===== src/design/hex_string_hamming_distance_top_assert.svh =====
// Assertion macros for the hex string Hamming distance block.
// Included by design/hex_string_hamming_distance_top.sv; relies on clk and rst in scope.
`ifndef HEX_STRING_HAMMING_DISTANCE_TOP_ASSERT_SVH
`define HEX_STRING_HAMMING_DISTANCE_TOP_ASSERT_SVH

// Checked only outside reset.
`define HSHD_ASSERT(label, prop, msg) \
  label: assert property (@(posedge clk) disable iff (rst) prop) else $error(msg);

// Checked at every edge, reset included.
`define HSHD_ASSERT_ALWAYS(label, prop, msg) \
  label: assert property (@(posedge clk) prop) else $error(msg);

`endif


===== src/design/hshd_pkg.sv =====
// Shared types, ASCII constants and the nibble popcount table for the
// hex string Hamming distance block. No dependencies.
`timescale 1ns / 1ps

package hshd_pkg;

  localparam int unsigned SUM_W = 13;

  localparam logic [7:0] CHR_ZERO    = 8'h30;
  localparam logic [7:0] CHR_NINE    = 8'h39;
  localparam logic [7:0] CHR_UPPER_A = 8'h41;
  localparam logic [7:0] CHR_UPPER_F = 8'h46;
  localparam logic [7:0] CHR_LOWER_A = 8'h61;
  localparam logic [7:0] CHR_LOWER_F = 8'h66;
  localparam logic [7:0] CASE_BIT    = 8'h20;
  localparam logic [7:0] LETTER_BASE = 8'd10;

  localparam logic [SUM_W-1:0] SUM_MAX = {SUM_W{1'b1}};

  typedef struct packed {
    logic             threshold_mode;
    logic [SUM_W-1:0] max_distance;
  } hshd_cfg_t;

  // Packed to match the result tdata layout, distance in the low bits.
  typedef struct packed {
    logic             bad_char;
    logic             within_limit;
    logic [SUM_W-1:0] distance;
  } hshd_result_t;

  function automatic logic [2:0] nibble_ones(input logic [3:0] n);
    logic [2:0] ones;
    case (n)
      4'h0: ones = 3'd0;
      4'h1, 4'h2, 4'h4, 4'h8: ones = 3'd1;
      4'h3, 4'h5, 4'h6, 4'h9, 4'hA, 4'hC: ones = 3'd2;
      4'h7, 4'hB, 4'hD, 4'hE: ones = 3'd3;
      4'hF: ones = 3'd4;
      default: ones = 3'd0;
    endcase
    return ones;
  endfunction

endpackage


===== src/design/hshd_hex_decode.sv =====
// Hex digit check and nibble decode for one ASCII character.
// Depends on hshd_pkg.
`timescale 1ns / 1ps

module hshd_hex_decode
  import hshd_pkg::*;
(
  input  logic [7:0] chr,
  output logic       is_hex,
  output logic [3:0] nibble
);

  logic [7:0] upper;
  logic [7:0] letter_val;
  logic [7:0] digit_val;

  assign is_hex = (chr >= CHR_ZERO    && chr <= CHR_NINE)    ||
                  (chr >= CHR_UPPER_A && chr <= CHR_UPPER_F) ||
                  (chr >= CHR_LOWER_A && chr <= CHR_LOWER_F);

  assign upper      = chr & ~CASE_BIT;
  assign letter_val = upper - CHR_UPPER_A + LETTER_BASE;
  assign digit_val  = chr - CHR_ZERO;
  assign nibble     = (chr > CHR_NINE) ? letter_val[3:0] : digit_val[3:0];

endmodule


===== src/design/hshd_accum.sv =====
// Per-stream state: saturating bit-difference sum, error and limit latches,
// byte-equality flag, and the result of the final pair. Depends on hshd_pkg
// and hshd_hex_decode.
`timescale 1ns / 1ps

module hshd_accum
  import hshd_pkg::*;
#(
  parameter logic [SUM_W-1:0] SUM_CAP = 13'd4096
) (
  input  logic         clk,
  input  logic         rst,
  input  logic         step,
  input  logic [7:0]   char_a,
  input  logic [7:0]   char_b,
  input  logic         last_char,
  input  hshd_cfg_t    cfg,
  output hshd_result_t result
);

  logic             hex_a;
  logic             hex_b;
  logic [3:0]       nib_a;
  logic [3:0]       nib_b;
  logic [2:0]       diff_bits;
  logic [SUM_W:0]   sum_wide;
  logic [SUM_W-1:0] sum_capped;

  logic [SUM_W-1:0] running_sum;
  logic [SUM_W-1:0] running_sum_next;
  logic             error_seen;
  logic             error_seen_next;
  logic             limit_exceeded;
  logic             limit_exceeded_next;
  logic             all_bytes_equal;
  logic             all_bytes_equal_next;

  hshd_hex_decode u_dec_a (.chr(char_a), .is_hex(hex_a), .nibble(nib_a));
  hshd_hex_decode u_dec_b (.chr(char_b), .is_hex(hex_b), .nibble(nib_b));

  assign diff_bits  = nibble_ones(nib_a ^ nib_b);
  assign sum_wide   = {1'b0, running_sum} + {{(SUM_W - 2){1'b0}}, diff_bits};
  assign sum_capped = (sum_wide > {1'b0, SUM_CAP}) ? SUM_CAP : sum_wide[SUM_W-1:0];

  always_comb begin
    running_sum_next     = running_sum;
    error_seen_next      = error_seen;
    limit_exceeded_next  = limit_exceeded;
    all_bytes_equal_next = all_bytes_equal && (char_a == char_b);

    // stopped streams skip validation and summing
    if (!error_seen && !limit_exceeded) begin
      if (!hex_a || !hex_b) begin
        error_seen_next = 1'b1;
      end else begin
        running_sum_next = sum_capped;
        if (cfg.threshold_mode && (sum_capped > cfg.max_distance)) begin
          limit_exceeded_next = 1'b1;
        end
      end
    end

    if (all_bytes_equal_next) begin
      result.distance     = '0;
      result.within_limit = 1'b1;
      result.bad_char     = 1'b0;
    end else if (error_seen_next) begin
      result.distance     = '0;
      result.within_limit = 1'b0;
      result.bad_char     = 1'b1;
    end else begin
      result.distance     = running_sum_next;
      result.within_limit = !limit_exceeded_next;
      result.bad_char     = 1'b0;
    end
  end

  always_ff @(posedge clk) begin
    if (rst || (step && last_char)) begin
      running_sum     <= '0;
      error_seen      <= 1'b0;
      limit_exceeded  <= 1'b0;
      all_bytes_equal <= 1'b1;
    end else if (step) begin
      running_sum     <= running_sum_next;
      error_seen      <= error_seen_next;
      limit_exceeded  <= limit_exceeded_next;
      all_bytes_equal <= all_bytes_equal_next;
    end
  end

endmodule


===== src/design/hex_string_hamming_distance_top.sv =====
// Hex string Hamming distance. The last pair enters the input register, and the result
// register (m_tvalid) loads when that pair is processed. Throughput: one character pair
// per cycle while no last pair waits on a full result register, set by the single pass
// through decode, popcount and the 13-bit saturating add between the two registers.
// Reset (rst, synchronous, active high): both registers empty, stream state
// cleared, configuration registers back to 0. No clearing pass is needed.
`timescale 1ns / 1ps

`include "hex_string_hamming_distance_top_assert.svh"

module hex_string_hamming_distance_top
  import hshd_pkg::*;
#(
  parameter int unsigned MAX_CHARS = 1024
) (
  input  logic        clk,
  input  logic        rst,
  // character pair stream
  input  logic        s_tvalid,
  output logic        s_tready,
  input  logic [15:0] s_tdata,   // [7:0] char_a, [15:8] char_b
  input  logic        s_tlast,   // last_char
  // result stream
  output logic        m_tvalid,
  input  logic        m_tready,
  output logic [15:0] m_tdata,   // [12:0] distance, [13] within_limit, [14] bad_char, [15] zero
  // configuration port
  input  logic        psel,
  input  logic        penable,
  input  logic        pwrite,
  input  logic [2:0]  paddr,
  input  logic [31:0] pwdata,
  output logic [31:0] prdata,
  output logic        pready
);

  // Saturation level: four bits per character, held within 13 bits.
  localparam longint unsigned CAP_RAW = 64'(MAX_CHARS) * 64'd4;
  localparam logic [SUM_W-1:0] SUM_CAP =
    (CAP_RAW > 64'(SUM_MAX)) ? SUM_MAX : SUM_W'(CAP_RAW);

  // Register select is paddr[2]: threshold_mode at 0x0, max_distance at 0x4.
  localparam logic REG_THRESHOLD_MODE = 1'b0;
  localparam logic REG_MAX_DISTANCE   = 1'b1;

  hshd_cfg_t    cfg;
  hshd_result_t result;

  // input register
  logic       in_valid;
  logic [7:0] in_a;
  logic [7:0] in_b;
  logic       in_last;

  logic out_free;
  logic step;
  logic cfg_wr;

  // ---------------------------------------------------------------------
  // Configuration registers. Writes land on the access phase.
  // ---------------------------------------------------------------------
  assign pready = 1'b1;
  assign cfg_wr = psel && penable && pwrite && pready;

  always_ff @(posedge clk) begin
    if (rst) begin
      cfg.threshold_mode <= 1'b0;
      cfg.max_distance   <= '0;
    end else if (cfg_wr) begin
      case (paddr[2])
        REG_THRESHOLD_MODE: cfg.threshold_mode <= pwdata[0];
        REG_MAX_DISTANCE:   cfg.max_distance   <= pwdata[SUM_W-1:0];
        default: ;
      endcase
    end
  end

  always_comb begin
    case (paddr[2])
      REG_THRESHOLD_MODE: prdata = {31'd0, cfg.threshold_mode};
      REG_MAX_DISTANCE:   prdata = {{(32 - SUM_W){1'b0}}, cfg.max_distance};
      default:            prdata = '0;
    endcase
  end

  // ---------------------------------------------------------------------
  // Flow control. A pair in the input register is processed unless it is
  // the last of its stream and the result register is still occupied;
  // only the last pair needs the result slot, so others never stall.
  // ---------------------------------------------------------------------
  assign out_free = !m_tvalid || m_tready;
  assign step     = in_valid && (!in_last || out_free);
  assign s_tready = !in_valid || step;

  always_ff @(posedge clk) begin
    if (rst) begin
      in_valid <= 1'b0;
    end else if (s_tready) begin
      in_valid <= s_tvalid;
    end
  end

  always_ff @(posedge clk) begin
    if (s_tvalid && s_tready) begin
      in_a    <= s_tdata[7:0];
      in_b    <= s_tdata[15:8];
      in_last <= s_tlast;
    end
  end

  // Decode, popcount, saturating sum and latches.
  hshd_accum #(
    .SUM_CAP(SUM_CAP)
  ) u_accum (
    .clk      (clk),
    .rst      (rst),
    .step     (step),
    .char_a   (in_a),
    .char_b   (in_b),
    .last_char(in_last),
    .cfg      (cfg),
    .result   (result)
  );

  // ---------------------------------------------------------------------
  // Result register
  // ---------------------------------------------------------------------
  always_ff @(posedge clk) begin
    if (rst) begin
      m_tvalid <= 1'b0;
    end else if (step && in_last) begin
      m_tvalid <= 1'b1;
    end else if (m_tready) begin
      m_tvalid <= 1'b0;
    end
  end

  always_ff @(posedge clk) begin
    if (step && in_last) begin
      m_tdata <= {1'b0, result};
    end
  end

  // ---------------------------------------------------------------------
  // Checks
  // ---------------------------------------------------------------------
  `HSHD_ASSERT(a_bad_char_clears_distance,
    m_tvalid && m_tdata[SUM_W+1] |-> (m_tdata[SUM_W-1:0] == '0) && !m_tdata[SUM_W],
    "bad_char result carries a distance or within flag")

  `HSHD_ASSERT(a_distance_capped,
    m_tvalid |-> (m_tdata[SUM_W-1:0] <= SUM_CAP),
    "distance above saturation level")

  `HSHD_ASSERT(a_stalled_pair_held,
    in_valid && !step |=> in_valid && $stable(in_a) && $stable(in_b) && $stable(in_last),
    "stalled pair lost or changed in input register")

  `HSHD_ASSERT(a_no_result_overwrite,
    m_tvalid && !m_tready |-> !(step && in_last),
    "last pair processed while result register still full")

  `HSHD_ASSERT_ALWAYS(a_reset_empties,
    rst |=> !m_tvalid && !in_valid,
    "registers not empty after reset")

endmodule


===== config.mk =====
export PLATFORM = sky130hd
export DESIGN_NAME = hex_string_hamming_distance_top
export DESIGN_NICKNAME = d
export VERILOG_FILES = /design/src/design/hshd_pkg.sv /design/src/design/hshd_hex_decode.sv /design/src/design/hshd_accum.sv /design/src/design/hex_string_hamming_distance_top.sv
export VERILOG_INCLUDE_DIRS = /design/src /design/src/design
export SDC_FILE = /design/constraint.sdc
export NUM_CORES = 1
export LEC_CHECK = 0
export ABC_CLOCK_PERIOD_IN_PS = 5600
export BUFFER_PORTS_ARGS = -buffer_cell sky130_fd_sc_hd__buf_4
export CAP_MARGIN = 20
export CELL_PAD_IN_SITES_DETAIL_PLACEMENT = 0
export CELL_PAD_IN_SITES_GLOBAL_PLACEMENT = 2
export CORE_AREA = 2 2 88 174
export CTS_BUF_LIST = sky130_fd_sc_hd__clkbuf_8
export DETAILED_ROUTE_END_ITERATION = 10
export DIE_AREA = 0 0 90 176
export GPL_ROUTABILITY_DRIVEN = 1
export PLACE_DENSITY_LB_ADDON = 0.1
export SYNTH_ARGS = -nofsm -noshare
export SYNTH_HDL_FRONTEND = slang
export SYNTH_SLANG_ARGS = --single-unit
export TNS_END_PERCENT = 50

===== constraint.sdc =====
create_clock -name clk -period 5.6 [get_ports clk]
set_input_delay 1.12 -clock clk [delete_from_list [all_inputs] [get_ports clk]]
set_output_delay 1.12 -clock clk [all_outputs]
set_load 0.02 [all_outputs]

# After elaboration in Yosys (flattened, before gate mapping)
# Memory sizes are Yosys's and may differ from the RTL's.
# Index checks and enable logic that the tools add are counted.
# word_totals
romBits,48
inputBits,59
elab_cells,89
memories,1
out_inout_bits,51
regBits,64
# op_classes
n_mux,14
n_bitwise,2
order_cmp,16
n_eq_ne,1
addsub,7
reduce_logical,35
# memory_table
memory,depth,width,read_ports,rd_clocked_by_memory_dff,write_ports,line_no,source
(no name shown),16,3,1,0,0,hshd_pkg.sv:34,case (n)
# ops
cell,n
case mux 32 bit (2 select lines),1
2-to-1 mux 13 bit,3
>= comparator 8 x 7 -> 1 bit (second input constant),4
less-or-equal comparator 8 x 7 -> 1 bit (second input constant),4
>= comparator 8 x 6 -> 1 bit (second input constant),2
greater-than comparator 8 x 6 -> 1 bit (second input constant),2
less-or-equal comparator 8 x 6 -> 1 bit (second input constant),2
subtractor 4 x 1 -> 4 bit (second input constant),4
2-to-1 mux 15 bit,1
adder 13 x 3 -> 14 bit,1
greater-than comparator 14 x 13 -> 1 bit (second input constant),1
logical AND 1 bit,14
greater-than comparator 13 bit,1
logical OR 1 bit,9
adder 4 bit (second input constant),2
== test 8 bit,1
zero test 1 bit,8
2-to-1 mux 4 bit,2
2-to-1 mux 1 bit,7
AND reduction 2 bit,2
bitwise XOR 4 bit,1
nonzero test 2 bit,1
OR reduction 2 bit,1
inverter 1 bit,1

# Logic depth before layout (Yosys ltp)
# An unclocked memory read counts as a cell.
# depth
ltp_word,15
mapped_depth,28
depth_no_buf,28

# Modules after synthesis
# A second synthesis with hierarchy kept.
# hier_totals
hier_cells,479
area_unflattened_um2,4406.7
# modules_own_cells
module,seq_area_each_um2,area_each_um2,cells_each,n_inst
hshd_accum,320.3,1998.2,284,1
hex_string_hamming_distance_top,1281.2,1965.6,143,1
hshd_hex_decode,0.0,221.5,26,2

# Least setup slack after synthesis
# OpenSTA, ideal clock, no wires.
# synth_path
path_kind,register -> register
from,register in_b[1]
to,register m_tdata[13] (data pin)
setup_slack_ns,0.322
t_arrival_ns,5.148
t_required_ns,5.470
n_path_buf,0
path_stages_with_launch,27
setup_ns,0.130
synth_period_minus_slack_ns,5.278
path_cell_list,edfxtp_1 -> inv_1 -> ha_1 -> o21bai_1 -> a311o_1 -> nand2_1 -> xor3_1 -> xor2_1 -> mux2i_1 -> ha_1 -> inv_1 -> fa_1 -> nor2b_1 -> o2111ai_1 -> xor2_1 -> nand4_1 -> nor4_4 -> and2b_2 -> nor2_1 -> ha_1 -> nor2b_1 -> o21a_1 -> o21a_1 -> o21ai_0 -> a21oi_1 -> o21ai_0 -> a21o_1
# synth_via
elab_chain_len,15
word_cells_on_any_way,34
cone_classes,add/sub: 4; order compare: 9; eq/ne: 1; mux: 8; bitwise: 1; reduce/logical: 10; memory: 1
# synth_rtl
element,line_no,source
start: declaration,hex_string_hamming_distance_top.sv:52,logic [7:0] in_b;
start signal: assignment,hex_string_hamming_distance_top.sv:106,in_b <= s_tdata[15:8];
subtractor 4 x 1 -> 4 bit,hshd_hex_decode.sv:22,assign letter_val = upper - CHR_UPPER_A + LETTER_BASE;
adder 4 bit,hshd_hex_decode.sv:22,
2-to-1 mux 4 bit,hshd_hex_decode.sv:24,assign nibble = (chr > CHR_NINE) ? letter_val[3:0] : digit_val[3:0];
bitwise XOR 4 bit,hshd_accum.sv:41,assign diff_bits = nibble_ones(nib_a ^ nib_b);
memory read (16 x 3 bit),-,
adder 13 x 3 -> 14 bit,hshd_accum.sv:42,"assign sum_wide = {1'b0, running_sum} + {{(SUM_W - 2){1'b0}}, diff_bits};"
greater-than comparator 14 x 13 -> 1 bit,hshd_accum.sv:43,"assign sum_capped = (sum_wide > {1'b0, SUM_CAP}) ? SUM_CAP : sum_wide[SUM_W-1:0];"
2-to-1 mux 13 bit,hshd_accum.sv:43,
greater-than comparator 13 bit,hshd_accum.sv:57,if (cfg.threshold_mode && (sum_capped > cfg.max_distance)) begin
logical AND 1 bit,hshd_accum.sv:57,
2-to-1 mux 1 bit,hshd_accum.sv:57,
2-to-1 mux 1 bit,hshd_accum.sv:53,if (!hex_a || !hex_b) begin
2-to-1 mux 1 bit,hshd_accum.sv:52,if (!error_seen && !limit_exceeded) begin
zero test 1 bit,hshd_accum.sv:73,result.within_limit = !limit_exceeded_next;
2-to-1 mux 15 bit,hshd_accum.sv:67,end else if (error_seen_next) begin
end signal: assignment,hex_string_hamming_distance_top.sv:140,"m_tdata <= {1'b0, result};"
end: declaration,hex_string_hamming_distance_top.sv:26,"output logic [15:0] m_tdata,"
# Parallel ways exist; a longest one is shown, timed or not.
# A chain may end at the register's enable or synchronous reset.

# Final worst setup path
# layout_path
from,register in_b[0]
to,register m_tdata[13] (data pin)
# The elaborated chain is that of the path after synthesis.

==> flow_summary.yaml <==
outcome:
  status: "complete, but fails checks"
  violations: "negative setup slack"
critical_path:
  max_stage_delay_ns: 0.48
  r2r_cells: 29
  end_kind: "flop"
  worstPathMaxFanout: 5
  crit_buf_inv: 4
  crit_family: "compound AO/OA/AOI/OAI gates"
  arrival_ns: 5.77
  cpMostUsedCell: "inv_1"
  rrSetupSlack_ns: -0.04
  start_kind: "flop"
  cp.required_ns: 5.73
  r2r_end: "m_tdata[13]"
  reg2reg_from: "in_b[0]"
  cp_slowest_cell: "a311o_2"
  crit_type: "flop to flop"
sta:
  finClkSkew_ns: 0.00994
  slew_headroom_pct: 26.2
  finalMaxSlewViolations: 0
  worst_pin_slew_ns: 1.10
  setup_tns_ns: -0.0638
  rsz0062_at_grt: "true"
  hold_viol: 0
  final.min_clock_period_ns: 5.64
  min_period_over_period_pct: 101
  fmaxAchievable_mhz: 177
  finalSetupViolations: 2
  fin_ws_ns: -0.0436
floorplanning:
  die_w_um: 90
  io_pins: 110
  die-area_um2: 15800
  initial_core_util_pct: 28.4
  rows: 62
  fp.dieH_um: 176
  coreArea_um2: 14400
layout:
  fin_area_um2: 5510
  layout.nets: 649
  syn_to_final_growth_pct: 34.5
  layout-drive-gt1-share_pct: 34.6
  diodes: 0
place:
  place_hpwl_um: 9680
  gp_congestion: 0.840
  io_buffers: 67
  post-place-ws_ns: -0.436
  placed_area_um2: 5060
yosys:
  synth_cell_types: 64
  synth_ff_type: "edfxtp_1"
  synth_edf_count: 32
  synthArstFlopShare_pct: 0
  synth_area_um2: 4100
  seq_area_frac_synth_pct: 39.1
  synthCells: 446
  syn_avg_cell_area_um2: 9.18
  ys_seq_elements: 64
  yosys_warnings: 0
cts:
  cts_tree: "yes"
  cts_buffers: 9
  insertion_delay_ns: 0.36
  cts_sinks: 64
  clock_path_buffers: 2
  clk_pin_slew_worst_paths_ns: 0.09
  htreeDepth: 3
  root_buffer: "clkbuf_8"
drt:
  drt-wirelength-per-cell_um: 15.8
  viasPerCell: 4.50
  drtIter0Drc: 122
  drc: 0
  vias: 3422
  ant_nets: 0
  first_pass_iters: 4
  drt_wl_total_um: 12100
global_routing:
  gr-total-overflow: 0
  grt_max_degree: 18
  grt_pass1_vias: 3633
  grtUsageTotal_pct: 15.6
  antenna_found_initial: 0
  grt_pass1_wl_um: 18900
min_path:
  min_delay_path_depth: 2
  hold_path.class: "flop to flop"
  min_from: "cfg[7]"
  hold_end: "cfg[7]"
pwr:
  power.density_nw_per_um2: 245
  total_power_mw: 1.35
  peakVddDrop_uv: 112
  p_leak_nw: 2.31
run:
  maxCapViolCount: 0
logic make-up (layout without fill, tap and decap cells):
group / count (synthesis) / count (layout) / share of synthesized area (%)
flip-flops: 64 / 64 / 39.1
XOR/XNOR: 27 / 27 / 6.48
AND/OR/NAND/NOR: 166 / 166 / 21.1
adder cells (fa/ha/maj): 26 / 26 / 8.12
AO/OA/AOI/OAI: 77 / 77 / 12.5
multiplexers: 13 / 13 / 3.21
other: 2 / 21 / 0.183
buffers and inverters: 71 / 175 / 9.25
synth_stat cells, types with 5 or more instances:
cell type,number,share of area (%)
a21oi_1,36,4.4
nor2b_1,6,0.92
nor3_1,5,0.61
buf_4,25,4.6
edfxtp_1,32,23
nor2_1,48,4.4
nand3_1,9,1.1
nand2_1,57,5.2
ha_1,25,7.6
clkbuf_1,9,0.82
a21o_1,5,0.92
inv_1,31,2.8
mux2i_1,12,2.9
and2_1,5,0.76
dfxtp_1,32,16
o21ai_0,11,1.3
xnor2_1,11,2.4
xor2_1,14,3.0
placed cells by master, fill, tap and decap left out, types with 9 or more instances in the layout:
cell type / instances
dfxtp_1: 32
conb_1: 21
clkbuf_8: 9
buf_4: 127
xor2_1: 12
a21oi_1: 33
edfxtp_1: 32
mux2i_1: 11
ha_1: 20
nor2_1: 46
nand2_1: 55
xnor2_1: 10
inv_1: 28
o21ai_0: 9
nand3_1: 9
worst register-to-register path, delay by kind of cell, from the launching register on:
| family | cells | cell delay (ns) |
|---|---|---|
| buf+inv | 4 | 0.34 |
| flops | 1 | 0.44 |
| mux | 2 | 0.41 |
| simple gates | 6 | 1.13 |
| xor+xnor | 1 | 0.17 |
| fa+ha+maj | 5 | 1.25 |
| compound gates | 11 | 1.69 |
metal layers:
metal	routed length, um	GRT usage, %
met2	7470	33.8
met5	0	0
met1	4010	13.4
met4	282	5.96
met3	289	2.90
layout make-up:
| type | count | area [um^2] |
|---|---|---|
| clock buffer | 9 | 124 |
| clock inverter | 7 | 125 |
| fill | 1558 | 8920 |
| inverter | 31 | 116 |
| multi-input combinational | 330 | 2330 |
| sequential | 64 | 1600 |
| tap | 192 | 240 |
| timing repair buffer | 128 | 973 |
timing repair:
action / 4_1_cts / 5_1_grt
setup buffers: 9 / 0
hold buffers: 0 / 0
resized for setup: 32 / 2
pin swaps: 14 / 3
endpoints found under the setup margin: 2 / 2
metrics by stage:
stage	utilization [%]	cells	hold WS, ns
after floorplan	-	465	0.436
after global placement	35.1	736	0.443
after detailed placement	35.1	736	0.446
after CTS	38.1	761	0.458
after global routing	38.2	761	0.483
final	38.2	761	0.456
flip-flops by register name, indices dropped and copies added, names as in the netlist:
name and count:
m_tdata 15, cfg 14, u_accum.running_sum 13, in_a 8, in_b 8, in_last 1, in_valid 1, m_tvalid 1
u_accum.all_bytes_equal 1, u_accum.error_seen 1, u_accum.limit_exceeded 1
power by group:
group / total, mW / leakage [nW] / internal [mW] / switching (mW)
logic: 0.317 / 1.61 / 0.156 / 0.162
registers: 0.512 / 0.583 / 0.503 / 0.00832
clock network: 0.520 / 0.125 / 0.301 / 0.219
total: 1.35 / 2.31 / 0.960 / 0.388
how the worst max path moves through the flow:
stage | start | slack, ns | to | cells past startpoint
after floorplan | in_b[1] | 0.32 | m_tdata[13] | 26
after global placement | in_b[0] | -0.42 | m_tdata[13] | 26
after detailed placement | in_b[0] | -0.44 | m_tdata[13] | 26
after CTS | in_b[1] | -0.06 | m_tdata[13] | 27
after global routing | in_b[0] | -0.34 | u_accum.limit_exceeded | 29
final | in_b[0] | -0.04 | m_tdata[13] | 29
(Power assumes the default switching activity.)
